===== config.mk =====
export PLATFORM = sky130hd
export DESIGN_NAME = touch_gesture_classifier
export DESIGN_NICKNAME = d
export VERILOG_FILES = /design/src/hw/rtl/tgc_pkg.sv /design/src/hw/rtl/tgc_divider.sv /design/src/hw/rtl/tgc_datapath.sv /design/src/hw/rtl/tgc_controller.sv /design/src/hw/rtl/touch_gesture_classifier.sv
export SDC_FILE = /design/constraint.sdc
export NUM_CORES = 2
export LEC_CHECK = 0
export BUFFER_PORTS_ARGS = -buffer_cell sky130_fd_sc_hd__buf_2
export CAP_MARGIN = 20
export CELL_PAD_IN_SITES_DETAIL_PLACEMENT = 1
export CELL_PAD_IN_SITES_GLOBAL_PLACEMENT = 1
export CORE_MARGIN = 2
export CORE_UTILIZATION = 40
export DETAILED_ROUTE_END_ITERATION = 7
export MAX_ROUTING_LAYER = met4
export PLACE_DENSITY_LB_ADDON = 0.12
export SKIP_LAST_GASP = 1
export SYNTH_ARGS = -nofsm -noshare
export SYNTH_HDL_FRONTEND = slang
export SYNTH_SLANG_ARGS = --single-unit

===== constraint.sdc =====
create_clock -name clk -period 12.9 [get_ports clk]
set_clock_uncertainty 0.1 [all_clocks]
set_input_delay 3.225 -clock clk [delete_from_list [all_inputs] [get_ports clk]]
set_output_delay 3.225 -clock clk [all_outputs]
set_load 0.01 [all_outputs]

===== src/hw/rtl/tgc_pkg.sv =====
`timescale 1ns / 1ps
`default_nettype none

package tgc_pkg;

  localparam int COORD_W            = 12;
  localparam int CFG_W              = 25;
  localparam int DIST_W             = 25;
  localparam int FRAC_W             = 16;
  localparam int POWER_W            = FRAC_W + 1;
  localparam int CFG_INDEX_W        = 2;
  localparam int RING_DEPTH_DEFAULT = 8;
  localparam int DIV_STEPS          = POWER_W;
  localparam int DIV_CNT_W          = $clog2(DIV_STEPS + 1);

  localparam logic             FRAME_MODE_RESET    = 1'b0;
  localparam logic [CFG_W-1:0] TAP_RADIUS_SQ_RESET = CFG_W'(64);
  localparam logic [CFG_W-1:0] FLICK_MIN_SQ_RESET  = CFG_W'(100);
  localparam logic [CFG_W-1:0] FLICK_SPAN_SQ_RESET = CFG_W'(19600);

  typedef enum logic [2:0] {
    GESTURE_IDLE       = 3'd0,
    GESTURE_DRAG_START = 3'd1,
    GESTURE_DRAGGING   = 3'd2,
    GESTURE_FLICK      = 3'd3,
    GESTURE_TAP        = 3'd4
  } gesture_t;

  typedef enum logic [CFG_INDEX_W-1:0] {
    CFG_FRAME_MODE    = 2'd0,
    CFG_TAP_RADIUS_SQ = 2'd1,
    CFG_FLICK_MIN_SQ  = 2'd2,
    CFG_FLICK_SPAN_SQ = 2'd3
  } cfg_index_t;

  typedef struct packed {
    logic [COORD_W-1:0] y;
    logic [COORD_W-1:0] x;
  } point_t;

  typedef struct packed {
    logic               touch_pressed;
    logic [COORD_W-1:0] touch_x;
    logic [COORD_W-1:0] touch_y;
  } tgc_in_t;

  typedef struct packed {
    gesture_t           gesture;
    logic [COORD_W-1:0] start_x;
    logic [COORD_W-1:0] start_y;
    logic [COORD_W-1:0] end_x;
    logic [COORD_W-1:0] end_y;
    logic [POWER_W-1:0] flick_power;
  } tgc_out_t;

  typedef enum logic [2:0] {
    S_IDLE,
    S_DIST,
    S_UPDATE,
    S_FLICK_DIST,
    S_FLICK_CHECK,
    S_DIVIDE,
    S_FLICK_COMMIT,
    S_OUTPUT
  } tgc_state_t;

  typedef enum logic [1:0] {
    DIST_IN_START,
    DIST_END_START,
    DIST_RING
  } dist_src_t;

  typedef enum logic [2:0] {
    COMMIT_NONE,
    COMMIT_PRESS,
    COMMIT_HELD,
    COMMIT_TAP,
    COMMIT_NO_FLICK,
    COMMIT_FLICK,
    COMMIT_IDLE
  } commit_t;

  typedef struct packed {
    logic      load_in;
    logic      dist_en;
    dist_src_t dist_src;
    logic      read_newest;
    logic      read_oldest;
    logic      div_start;
    logic      div_step;
    commit_t   commit;
    logic      out_load;
  } tgc_cmd_t;

  typedef struct packed {
    logic pressed;
    logic was_pressed;
    logic is_tap;
    logic ring_empty;
    logic flick_hit;
    logic div_done;
  } tgc_status_t;

endpackage

`default_nettype wire


===== src/hw/rtl/tgc_divider.sv =====
`timescale 1ns / 1ps
`default_nettype none

module tgc_divider (
  input  wire logic                         clk,
  input  wire logic                         rst,
  input  wire logic                         start,
  input  wire logic                         step,
  input  wire logic [tgc_pkg::CFG_W-1:0]    excess,
  input  wire logic [tgc_pkg::CFG_W-1:0]    span,
  output logic      [tgc_pkg::POWER_W-1:0]  quotient,
  output logic                              done
);
  import tgc_pkg::*;

  logic [CFG_W:0]       rem;
  logic [POWER_W-1:0]   quot;
  logic [DIV_CNT_W-1:0] cnt;
  logic [CFG_W:0]       span_ext;
  logic [CFG_W:0]       rem_sub;
  logic                 ge;
  logic [CFG_W-1:0]     rem_keep;
  logic [CFG_W-1:0]     excess_clamped;

  // The remainder stays below the divisor, so one compare and subtract per bit suffices.
  always_comb begin
    span_ext       = {1'b0, span};
    ge             = (rem >= span_ext);
    rem_sub        = rem - span_ext;
    rem_keep       = ge ? rem_sub[CFG_W-1:0] : rem[CFG_W-1:0];
    excess_clamped = (excess > span) ? span : excess;
  end

  always_ff @(posedge clk) begin
    if (rst) begin
      cnt <= DIV_CNT_W'(DIV_STEPS);
    end else if (start) begin
      cnt <= '0;
    end else if (step) begin
      cnt <= cnt + 1'b1;
    end
  end

  always_ff @(posedge clk) begin
    if (start) begin
      rem  <= {1'b0, excess_clamped};
      quot <= '0;
    end else if (step) begin
      rem  <= {rem_keep, 1'b0};
      quot <= {quot[POWER_W-2:0], ge};
    end
  end

  assign quotient = quot;
  assign done     = (cnt == DIV_CNT_W'(DIV_STEPS - 1));

endmodule

`default_nettype wire


===== src/hw/rtl/tgc_datapath.sv =====
`timescale 1ns / 1ps
`default_nettype none

module tgc_datapath #(
  parameter int RING_DEPTH = tgc_pkg::RING_DEPTH_DEFAULT
) (
  input  wire logic                            clk,
  input  wire logic                            rst,
  input  wire tgc_pkg::tgc_in_t                in_data,
  input  wire logic                            cfg_we,
  input  wire logic [tgc_pkg::CFG_INDEX_W-1:0] cfg_index,
  input  wire logic [tgc_pkg::CFG_W-1:0]       cfg_data,
  input  wire tgc_pkg::tgc_cmd_t               cmd,
  output tgc_pkg::tgc_status_t                 status,
  output tgc_pkg::tgc_out_t                    out_data
);
  import tgc_pkg::*;

  localparam int               IDX_W    = $clog2(RING_DEPTH);
  localparam logic [IDX_W-1:0] LAST_IDX = IDX_W'(RING_DEPTH - 1);

  logic               in_pressed;
  point_t             in_point;
  logic               was_pressed;
  gesture_t           gesture;
  point_t             start_point;
  point_t             end_point;
  logic               moved;
  logic               parity;
  logic               frame_mode;
  logic [CFG_W-1:0]   tap_radius_sq;
  logic [CFG_W-1:0]   flick_min_sq;
  logic [CFG_W-1:0]   flick_span_sq;
  logic [IDX_W-1:0]   ring_oldest;
  logic [IDX_W-1:0]   ring_next;
  logic               ring_wrapped;
  point_t             point_ring [RING_DEPTH];
  point_t             rd_data;
  point_t             newest_point;
  logic [DIST_W-1:0]  dist_sq;
  logic [POWER_W-1:0] power_hold;
  tgc_out_t           out_reg;

  point_t             pa;
  point_t             pb;
  logic [COORD_W-1:0] dx;
  logic [COORD_W-1:0] dy;
  logic [2*COORD_W-1:0] sq_x;
  logic [2*COORD_W-1:0] sq_y;
  logic [DIST_W-1:0]  dist_next;

  logic [IDX_W:0]     next_inc;
  logic               wrap_now;
  logic [IDX_W-1:0]   oldest_inc;
  logic [IDX_W-1:0]   newest_idx;
  logic [IDX_W-1:0]   rd_addr;
  logic               rd_en;
  logic               ring_we;

  logic [CFG_W-1:0]   excess;
  logic [CFG_W-1:0]   span_eff;
  logic [POWER_W-1:0] quotient;
  logic               div_done;

  always_comb begin
    unique case (cmd.dist_src)
      DIST_IN_START: begin
        pa = in_point;
        pb = start_point;
      end
      DIST_RING: begin
        pa = newest_point;
        pb = rd_data;
      end
      default: begin
        pa = end_point;
        pb = start_point;
      end
    endcase
    dx        = (pa.x > pb.x) ? pa.x - pb.x : pb.x - pa.x;
    dy        = (pa.y > pb.y) ? pa.y - pb.y : pb.y - pa.y;
    sq_x      = dx * dx;
    sq_y      = dy * dy;
    dist_next = {1'b0, sq_x} + {1'b0, sq_y};
  end

  always_comb begin
    next_inc   = {1'b0, ring_next} + 1'b1;
    wrap_now   = (next_inc == (IDX_W + 1)'(RING_DEPTH));
    oldest_inc = (ring_oldest == LAST_IDX) ? '0 : ring_oldest + 1'b1;
    newest_idx = (ring_next == '0) ? LAST_IDX : ring_next - 1'b1;
    rd_addr    = cmd.read_oldest ? ring_oldest : newest_idx;
    rd_en      = cmd.read_oldest | cmd.read_newest;
    ring_we    = (cmd.commit == COMMIT_HELD) && !parity;
    excess     = dist_sq - flick_min_sq;
    span_eff   = (flick_span_sq == '0) ? CFG_W'(1) : flick_span_sq;
  end

  tgc_divider u_divider (
    .clk      (clk),
    .rst      (rst),
    .start    (cmd.div_start),
    .step     (cmd.div_step),
    .excess   (excess),
    .span     (span_eff),
    .quotient (quotient),
    .done     (div_done)
  );

  always_ff @(posedge clk) begin
    if (ring_we) begin
      point_ring[ring_next] <= in_point;
    end
    if (rd_en) begin
      rd_data <= point_ring[rd_addr];
    end
  end

  always_ff @(posedge clk) begin
    if (cmd.load_in) begin
      in_pressed <= in_data.touch_pressed;
      in_point   <= '{y: in_data.touch_y, x: in_data.touch_x};
    end
    if (cmd.dist_en) begin
      dist_sq <= dist_next;
    end
    if (cmd.read_oldest) begin
      newest_point <= rd_data;
    end
    if (cmd.out_load) begin
      out_reg.gesture     <= gesture;
      out_reg.start_x     <= start_point.x;
      out_reg.start_y     <= start_point.y;
      out_reg.end_x       <= end_point.x;
      out_reg.end_y       <= end_point.y;
      out_reg.flick_power <= power_hold;
    end
  end

  always_ff @(posedge clk) begin
    if (rst) begin
      frame_mode    <= FRAME_MODE_RESET;
      tap_radius_sq <= TAP_RADIUS_SQ_RESET;
      flick_min_sq  <= FLICK_MIN_SQ_RESET;
      flick_span_sq <= FLICK_SPAN_SQ_RESET;
    end else if (cfg_we) begin
      unique case (cfg_index_t'(cfg_index))
        CFG_FRAME_MODE:    frame_mode    <= cfg_data[0];
        CFG_TAP_RADIUS_SQ: tap_radius_sq <= cfg_data;
        CFG_FLICK_MIN_SQ:  flick_min_sq  <= cfg_data;
        CFG_FLICK_SPAN_SQ: flick_span_sq <= cfg_data;
      endcase
    end
  end

  always_ff @(posedge clk) begin
    if (rst) begin
      was_pressed  <= 1'b0;
      gesture      <= GESTURE_IDLE;
      start_point  <= '0;
      end_point    <= '0;
      moved        <= 1'b0;
      parity       <= 1'b0;
      ring_oldest  <= '0;
      ring_next    <= '0;
      ring_wrapped <= 1'b0;
      power_hold   <= '0;
    end else begin
      if (cmd.commit != COMMIT_NONE) begin
        was_pressed <= in_pressed;
      end
      unique case (cmd.commit)
        COMMIT_NONE: begin
        end
        COMMIT_PRESS: begin
          start_point <= in_point;
          gesture     <= GESTURE_DRAG_START;
          moved       <= 1'b0;
        end
        COMMIT_HELD: begin
          end_point <= in_point;
          gesture   <= GESTURE_DRAGGING;
          if (dist_sq >= tap_radius_sq) begin
            moved <= 1'b1;
          end
          if (!parity) begin
            ring_next <= wrap_now ? '0 : next_inc[IDX_W-1:0];
            if (wrap_now) begin
              ring_wrapped <= 1'b1;
            end
            if (ring_wrapped || wrap_now) begin
              ring_oldest <= oldest_inc;
            end
          end
          if (!frame_mode) begin
            parity <= ~parity;
          end
        end
        COMMIT_TAP: begin
          gesture <= GESTURE_TAP;
        end
        COMMIT_NO_FLICK: begin
          gesture <= GESTURE_IDLE;
        end
        COMMIT_FLICK: begin
          gesture    <= GESTURE_FLICK;
          power_hold <= quotient;
        end
        COMMIT_IDLE: begin
          gesture      <= GESTURE_IDLE;
          power_hold   <= '0;
          parity       <= 1'b0;
          ring_oldest  <= '0;
          ring_next    <= '0;
          ring_wrapped <= 1'b0;
        end
        default: begin
        end
      endcase
    end
  end

  always_comb begin
    status.pressed     = in_pressed;
    status.was_pressed = was_pressed;
    status.is_tap      = !moved && (dist_sq < tap_radius_sq);
    status.ring_empty  = (ring_oldest == ring_next);
    status.flick_hit   = (dist_sq > flick_min_sq);
    status.div_done    = div_done;
  end

  assign out_data = out_reg;

endmodule

`default_nettype wire


===== src/hw/rtl/tgc_controller.sv =====
`timescale 1ns / 1ps
`default_nettype none

module tgc_controller (
  input  wire logic                 clk,
  input  wire logic                 rst,
  input  wire logic                 in_valid,
  output logic                      in_stall,
  output logic                      out_valid,
  input  wire logic                 out_stall,
  input  wire tgc_pkg::tgc_status_t status,
  output tgc_pkg::tgc_cmd_t         cmd
);
  import tgc_pkg::*;

  tgc_state_t state;
  tgc_state_t state_next;

  always_ff @(posedge clk) begin
    if (rst) begin
      state <= S_IDLE;
    end else begin
      state <= state_next;
    end
  end

  always_ff @(posedge clk) begin
    if (rst) begin
      out_valid <= 1'b0;
    end else if (cmd.out_load) begin
      out_valid <= 1'b1;
    end else if (!out_stall) begin
      out_valid <= 1'b0;
    end
  end

  always_comb begin
    state_next   = state;
    cmd          = '0;
    cmd.dist_src = DIST_END_START;
    cmd.commit   = COMMIT_NONE;
    unique case (state)
      S_IDLE: begin
        if (in_valid) begin
          cmd.load_in = 1'b1;
          state_next  = S_DIST;
        end
      end
      S_DIST: begin
        cmd.dist_en     = 1'b1;
        cmd.dist_src    = status.pressed ? DIST_IN_START : DIST_END_START;
        cmd.read_newest = 1'b1;
        state_next      = S_UPDATE;
      end
      S_UPDATE: begin
        state_next = S_OUTPUT;
        priority if (status.pressed && !status.was_pressed) begin
          cmd.commit = COMMIT_PRESS;
        end else if (status.pressed) begin
          cmd.commit = COMMIT_HELD;
        end else if (!status.was_pressed) begin
          cmd.commit = COMMIT_IDLE;
        end else if (status.is_tap) begin
          cmd.commit = COMMIT_TAP;
        end else if (status.ring_empty) begin
          cmd.commit = COMMIT_NO_FLICK;
        end else begin
          cmd.read_oldest = 1'b1;
          state_next      = S_FLICK_DIST;
        end
      end
      S_FLICK_DIST: begin
        cmd.dist_en  = 1'b1;
        cmd.dist_src = DIST_RING;
        state_next   = S_FLICK_CHECK;
      end
      S_FLICK_CHECK: begin
        if (status.flick_hit) begin
          cmd.div_start = 1'b1;
          state_next    = S_DIVIDE;
        end else begin
          cmd.commit = COMMIT_NO_FLICK;
          state_next = S_OUTPUT;
        end
      end
      S_DIVIDE: begin
        cmd.div_step = 1'b1;
        if (status.div_done) begin
          state_next = S_FLICK_COMMIT;
        end
      end
      S_FLICK_COMMIT: begin
        cmd.commit = COMMIT_FLICK;
        state_next = S_OUTPUT;
      end
      S_OUTPUT: begin
        if (!out_valid || !out_stall) begin
          cmd.out_load = 1'b1;
          state_next   = S_IDLE;
        end
      end
    endcase
  end

  assign in_stall = (state != S_IDLE);

endmodule

`default_nettype wire


===== src/hw/rtl/touch_gesture_classifier.sv =====
// Touch gesture classifier: one touch sample per display frame in, one gesture result out.
// The input channel carries touch_pressed, touch_x and touch_y; a transaction completes
// when in_valid is high and in_stall is low. The output channel carries the gesture code
// (idle, drag start, dragging, flick, tap), the start and end points and the flick power
// in Q1.16, under out_valid and out_stall. The configuration port writes frame_mode,
// tap_radius_sq, flick_min_sq and flick_span_sq by index; the user is to write them only
// while the block is idle, which the block itself does not enforce. Samples are processed
// one at a time. A press, hold, tap, idle frame or a release with an empty point ring
// passes through the distance step and the update to the output register. A release that
// compares the oldest and newest logged points but finds no flick also reads the ring,
// computes that distance and checks it against the flick minimum. A release that ends in a
// flick also runs a restoring divider at one quotient bit per cycle, then commits.
// Synchronous reset returns state and configuration to their defaults and the tracker to idle.
// The point ring needs no clearing pass; its pointers are cleared instead.
// When the receiver stalls, the result register holds its transaction. The block still
// takes the next sample and processes it, then waits until the result register is free.
`timescale 1ns / 1ps
`default_nettype none

module touch_gesture_classifier #(
  parameter int RING_DEPTH = tgc_pkg::RING_DEPTH_DEFAULT
) (
  input  wire logic                            clk,
  input  wire logic                            rst,
  input  wire logic                            in_valid,
  output logic                                 in_stall,
  input  wire tgc_pkg::tgc_in_t                in_data,
  output logic                                 out_valid,
  input  wire logic                            out_stall,
  output tgc_pkg::tgc_out_t                    out_data,
  input  wire logic                            cfg_we,
  input  wire logic [tgc_pkg::CFG_INDEX_W-1:0] cfg_index,
  input  wire logic [tgc_pkg::CFG_W-1:0]       cfg_data
);
  import tgc_pkg::*;

  tgc_cmd_t    cmd;
  tgc_status_t status;

  tgc_controller u_controller (
    .clk       (clk),
    .rst       (rst),
    .in_valid  (in_valid),
    .in_stall  (in_stall),
    .out_valid (out_valid),
    .out_stall (out_stall),
    .status    (status),
    .cmd       (cmd)
  );

  tgc_datapath #(
    .RING_DEPTH (RING_DEPTH)
  ) u_datapath (
    .clk       (clk),
    .rst       (rst),
    .in_data   (in_data),
    .cfg_we    (cfg_we),
    .cfg_index (cfg_index),
    .cfg_data  (cfg_data),
    .cmd       (cmd),
    .status    (status),
    .out_data  (out_data)
  );

`ifndef SYNTHESIS
  a_busy_after_accept: assert property (@(posedge clk) disable iff (rst)
    (in_valid && !in_stall) |=> in_stall)
    else $error("accepted sample did not make the block busy");

  a_no_result_overwrite: assert property (@(posedge clk) disable iff (rst)
    (out_valid && out_stall) |-> !cmd.out_load)
    else $error("result register loaded while a stalled transaction is pending");

  a_flick_after_divide: assert property (@(posedge clk) disable iff (rst)
    (cmd.commit == COMMIT_FLICK) |-> $past(status.div_done))
    else $error("flick committed before the divider finished");

  a_divider_only_when_stepping: assert property (@(posedge clk) disable iff (rst)
    status.div_done |-> cmd.div_step)
    else $error("divider at its last step while the controller is not dividing");
`endif

endmodule

`default_nettype wire

### Word-level counts from Yosys, hierarchy flattened

Memories as Yosys holds them, arrays and structs flattened. A register that Yosys moved wholly into a read port is not among the register bits.
Cells that the tools add are included.

* bits in registers: 348
* memory bits (writable): 192
* output and inout bits: 70
* memories kept: 1

Memories
* u_datapath.point_ring: depth 8, bits a word 24, rd ports 1, clocked after Yosys merged registers in 1, wr ports 1, RTL line tgc_datapath.sv:37 `point_t point_ring [RING_DEPTH];`

* add/subtract/negate cells: 11
* multiply operators: 2
* magnitude comparators: 7
* equality and inequality tests: 30
* muxes and demuxes: 66
* bitwise gates (word level): 2
* reductions and logical operators: 34

Operators by type and width (count)
* 25-bit two-way mux: 5
* 3-bit two-way mux: 21
* 25-bit > comparator: 2
* 25-bit subtractor: 2
* 12-bit by 12-bit multiplier with 24-bit output: 2
* 24-bit case mux with 2 select lines: 1
* 12-bit subtractor: 4
* 17-bit case mux with 2 select lines: 1
* 26-bit by 25-bit >= comparator with 1-bit output: 1
* 24-bit by 24-bit adder with 25-bit output: 1
* 25-bit >= comparator: 1
* 25-bit logical NOT: 1
* 25-bit less-than comparator: 1
* 3-bit == test (second input constant): 8
* 12-bit > comparator: 2
* 12-bit two-way mux: 2
* 24-bit two-way mux: 1
* 3-bit case mux with 8 select lines: 1
* 1-bit two-way mux: 23
* 3-bit case mux with 2 select lines: 3
* 3-bit case mux with 5 select lines: 1
* 2-bit AND reduction: 7
* 3-bit by 2-bit == test with 1-bit output (second input constant): 4
* 5-bit two-way mux: 2
* 27 further kinds: 55

### Depth between registers and ports, before layout

* depth after elaboration: 11
* mapped depth: 46

### Hierarchy

Synthesis repeated with hierarchy kept, for this count alone.

* cells, all modules: 3332
* area, all modules: 35806.8 µm²

By module, submodules not included
* tgc_datapath: times used 1, cells each 2786, area each 31009.7 µm²
* tgc_divider: times used 1, cells each 490, area each 4376.7 µm²
* tgc_controller: times used 1, cells each 56, area each 420.4 µm²

### Worst setup path before layout

OpenSTA, ideal clock, no wires.

* path type: register to register
* from: reg u_controller.state[0]
* to: reg u_datapath.dist_sq[24], data pin
* setup time: 260 ps
* arrival: 11489 ps
* data required time: 12540 ps
* path slack: 1051 ps
* cell stages (with the launch flop): 43
* buffers on the path: 5
* cell sequence: dfxtp_1 > clkbuf_1 > nor2b_1 > and2_1 > clkbuf_1 > buf_1 > clkbuf_1 > mux2i_1 > inv_1 > fa_1 > nor2b_1 > o21bai_1 > a32oi_1 > a31oi_1 > o21ai_4 > mux2_1 > a221oi_1 > o21ai_1 > [... 7 more ...] > fa_1 > fa_1 > inv_1 > fa_1 > fa_1 > inv_1 > fa_1 > inv_1 > ha_1 > nor4_1 > o21ai_0 > a41oi_1 > o211ai_1 > a31oi_1 > o21bai_1 > a31o_2 > a21oi_1 > xnor2_1

* word-level cells in the longest chain between the ends: 8
* elaborated cells between the ends (all ways): 18
* those cells by class: 5 x add/sub; 2 x mul; 2 x order compare; 3 x eq/ne; 5 x mux; 1 x reduce/logical

RTL lines
* start: declaration: RTL line tgc_controller.sv:16 `tgc_state_t state;`
* start signal: assignment: RTL line tgc_controller.sv:23 `state <= state_next;`
* 3-bit by 2-bit == test with 1-bit output / 3-bit by 1-bit == test with 1-bit output (equally long branches): RTL line tgc_controller.sv:42 `unique case (state)`
* 3-bit case mux with 2 select lines (*): RTL line tgc_controller.sv:42
* 2-bit == test / 2-bit logical NOT (equally long branches): RTL line tgc_datapath.sv:66 `unique case (cmd.dist_src)`
* 24-bit case mux with 2 select lines / 24-bit two-way mux (equally long branches): RTL line tgc_datapath.sv:66
* 12-bit subtractor (tied with other cells): RTL line tgc_datapath.sv:80 `dx = (pa.x > pb.x) ? pa.x - pb.x : pb.x - pa.x;`
* 12-bit two-way mux, on equally long branches: RTL line tgc_datapath.sv:80, tgc_datapath.sv:81
* 12-bit by 12-bit multiplier with 24-bit output, on equally long branches: RTL line tgc_datapath.sv:82, tgc_datapath.sv:83
* 24-bit by 24-bit adder with 25-bit output (*): RTL line tgc_datapath.sv:84 `dist_next = {1'b0, sq_x} + {1'b0, sq_y};`
* via u_datapath.dist_next[24]: RTL line tgc_datapath.sv:50 `logic [DIST_W-1:0] dist_next;`
* end signal: assignment: RTL line tgc_datapath.sv:125 `dist_sq <= dist_next;`
* end: declaration: RTL line tgc_datapath.sv:40 `logic [DIST_W-1:0] dist_sq;`

The timed path passes the listed nets; every way through them passes the cells marked *.
A chain may end at the register's enable or synchronous reset.

### Worst setup path in the final report

* from: reg u_datapath.in_pressed
* to: reg u_datapath.dist_sq[24], data pin

* word-level cells in the longest chain between the ends: 8
* elaborated cells between the ends (all ways): 17
* those cells by class: 5 x add/sub; 2 x mul; 2 x order compare; 1 x eq/ne; 6 x mux; 1 x reduce/logical

RTL lines
* start: declaration: RTL line tgc_datapath.sv:22 `logic in_pressed;`
* start signal: assignment: RTL line tgc_datapath.sv:121 `in_pressed <= in_data.touch_pressed;`
* 1-bit two-way mux (*): RTL line tgc_controller.sv:51 `cmd.dist_src = status.pressed ? DIST_IN_START : DIST_END_START;`
* 3-bit case mux with 2 select lines (*): RTL line tgc_controller.sv:42
* 2-bit == test / 2-bit logical NOT (equally long branches): RTL line tgc_datapath.sv:66
* 24-bit case mux with 2 select lines / 24-bit two-way mux (equally long branches): RTL line tgc_datapath.sv:66
* 12-bit subtractor (tied with other cells): RTL line tgc_datapath.sv:80
* 12-bit two-way mux, on equally long branches: RTL line tgc_datapath.sv:80, tgc_datapath.sv:81
* 12-bit by 12-bit multiplier with 24-bit output, on equally long branches: RTL line tgc_datapath.sv:82, tgc_datapath.sv:83
* 24-bit by 24-bit adder with 25-bit output (*): RTL line tgc_datapath.sv:84
* via u_datapath.dist_next[24]: RTL line tgc_datapath.sv:50

Marked as above.

==> metrics.yaml <==
outcome:
  status: "completed"
sta:
  period_share_pct: 92.2
  slew_headroom_pct: 31.6
  slew_viol_final: 0
  fmaxAchievable_mhz: 84.1
  hold_viol: 0
  rsz0062_at_grt: "false"
  fin_crit_ns: 11.90
  final-setup-viol-count: 0
  setup_tns_ns: 0
  worst_pin_slew_ns: 1.00
finish:
  fillers: 9673
  layout-drive-gt1-share_pct: 10.8
  syn2layout_area_growth_pct: 12.1
  layout_commonest_cell: "nand2_1"
  num-nets-final: 4015
  layout.cells.non_filler: 4717
  final_cell_mix: "nand2_1 (462), inv_1 (439), edfxtp_1 (383)"
global_routing:
  grt_max_degree: 91
  antenna_found_initial: 6
  grt_overflow: 0
  grt_usage_pct: 23.7
  grt_pass1_vias: 27657
  grt_first_pass_wirelength_um: 160000
detailed_routing:
  viasPerCell: 5.35
  drtPass1Iterations: 5
  routedWlPerCell_um: 21.9
  drcViolationCount: 0
  wirelength_um: 104000
  first_iter_violations: 1417
  antenna_left: 0
  vias: 25218
placed_design:
  gp_congestion: 0.882
  portBuffers: 126
  place_inst: 4588
  hpwlAfterDp_um: 78300
run:
  maxCapViolCount: 0
logic_synthesis:
  ys_seq_area_share_pct: 42.8
  ys.flop_type: "edfxtp_1"
  ys_async_sr_fraction_pct: 0
  ys_seq_elements: 564
  syn_area_um2: 35300
  synth_edf_count: 383
  yosys_warnings: 0
  synth_cell_types: 81
  synth.avg_cell_area_um2: 10.5
  synth_fp_nets: 3895
  synth_cells: 3373
floorplan:
  pin_count: 127
  coreArea_um2: 88000
  die_area_um2: 90700
  die_x_um: 301
  rows: 109
  fp.dieH_um: 301
  start_util_pct: 40.2
worst_setup_path:
  cpMostUsedCell: "fa_1"
  start_kind: "flop"
  crit_type: "flop to flop"
  endpoint_kind: "flop"
  crit_fanout: 25
  critPathMaxStageDelay_ns: 0.81
  critPathRequiredTime_ns: 13.16
  crit_slowest_cell: "xor2_1"
  critPathArrivalTime_ns: 12.16
clocking:
  htree_levels: 3
  hold_buffers: 0
  clock_latency_ns: 0.63
  clk_path_buf_depth: 3
  cts_buffers: 66
  cts-root-buf: "clkbuf_16"
  clkTransAtPathRegs_ns: 0.06
  ctsResizeCount: 0
  post_cts_buffers: 0
  cts_tree: "done"
  clock_sinks: 564
hold_path:
  min_path_type: "flop to flop"
cell families (layout without fill, tap and decap cells):
kind of cell	after synthesis	after routing	share of synthesized area [%]
other	0	6	0
AOI/OAI and AO/OA	597	597	11.2
buffers and inverters	588	761	6.57
and+or+nand+nor	909	909	11.6
DFF	564	564	42.8
xor gates and xnor gates	95	95	2.50
muxes	155	155	4.51
adders and majority gates	465	465	20.8
metrics by stage:
step | hold slack, ns | util [%] | setup slack, ns | area (um^2)
2_1_floorplan | 0.308 | - | 1.05 | 35300
3_3_place_gp | 0.316 | 42.5 | 1.29 | 37400
3_5_place_dp | 0.319 | 42.5 | 1.10 | 37400
4_1_cts | 0.332 | 44.9 | 1.04 | 39500
5_1_grt | 0.341 | 45.0 | 0.250 | 39600
6_report | 0.328 | 45.0 | 1.00 | 39600
Yosys cell counts (all sizes together) (17+ instances only):
cell type	instances	area [um^2]
o21a	21	158
inv	454	1700
nand3	43	215
o21ai	83	427
buf	42	273
a21o	50	375
nand2	462	1730
clkbuf	92	345
nand2b	33	206
nor2b	28	175
mux2i	132	1330
xor2	35	329
nor3	44	220
mux2	23	259
dfxtp	181	3620
fa	205	4100
and3	17	106
a211oi	27	268
edfxtp	383	11500
and2	40	250
nor2	163	614
a21oi	237	1190
nand4	26	178
ha	260	3250
xnor2	60	556
a221oi	41	359
a32o	24	240
routing by layer:
layer	GRT usage, %	share of wire, %	routed length (um)
met1	29.5	43	44800
met2	40.6	50	51700
met3	2.67	3.9	4050
met4	7.17	2.8	2940
met5	-	0	0
cell type report:
type,instances,area [um^2],area share (%)
repair buffers,186,1130,2.87
multi-input cells,2221,18000,45.5
clock inverters,40,383,0.967
flip-flops and latches,564,15100,38.2
well taps,1165,1460,3.68
diodes,6,15.0,0.0379
clock buffers,81,1760,4.44
inverters,454,1700,4.30
flip-flops by register name (all words and copies together) (netlist names), 25 cells and up:
| register | count |
|---|---|
| u_datapath.point_ring | 192 |
| u_datapath.out_data | 68 |
| u_datapath.u_divider.rem | 26 |
| u_datapath.dist_sq | 25 |
| u_datapath.flick_min_sq | 25 |
| u_datapath.flick_span_sq | 25 |
| u_datapath.tap_radius_sq | 25 |
worst max-delay path, delay by kind of cell (launching register included):
kind                       cells  cell delay (ns)
adders and majority gates     10             4.46
AOI/OAI and AO/OA             13             3.37
and+or+nand+nor                6             1.62
xor gates and xnor gates       2             0.89
buffers and inverters          6             0.61
DFF                            1             0.57
final timing paths:
check / start / slack [ns] / endpoint / cells after the start
worst max-delay path: u_datapath.in_pressed / 1.00 / u_datapath.dist_sq[24] / 37
worst min-delay path: u_datapath.gesture[2] / 0.33 / u_datapath.out_data[67] / 0
worst max register to register: u_datapath.in_pressed / 1.00 / u_datapath.dist_sq[24] / 37
worst min register to register: u_datapath.gesture[2] / 0.33 / u_datapath.out_data[67] / 0
Power is not shown: default switching activity piles up to over one toggle a cycle in this logic, so the estimate is an artifact.
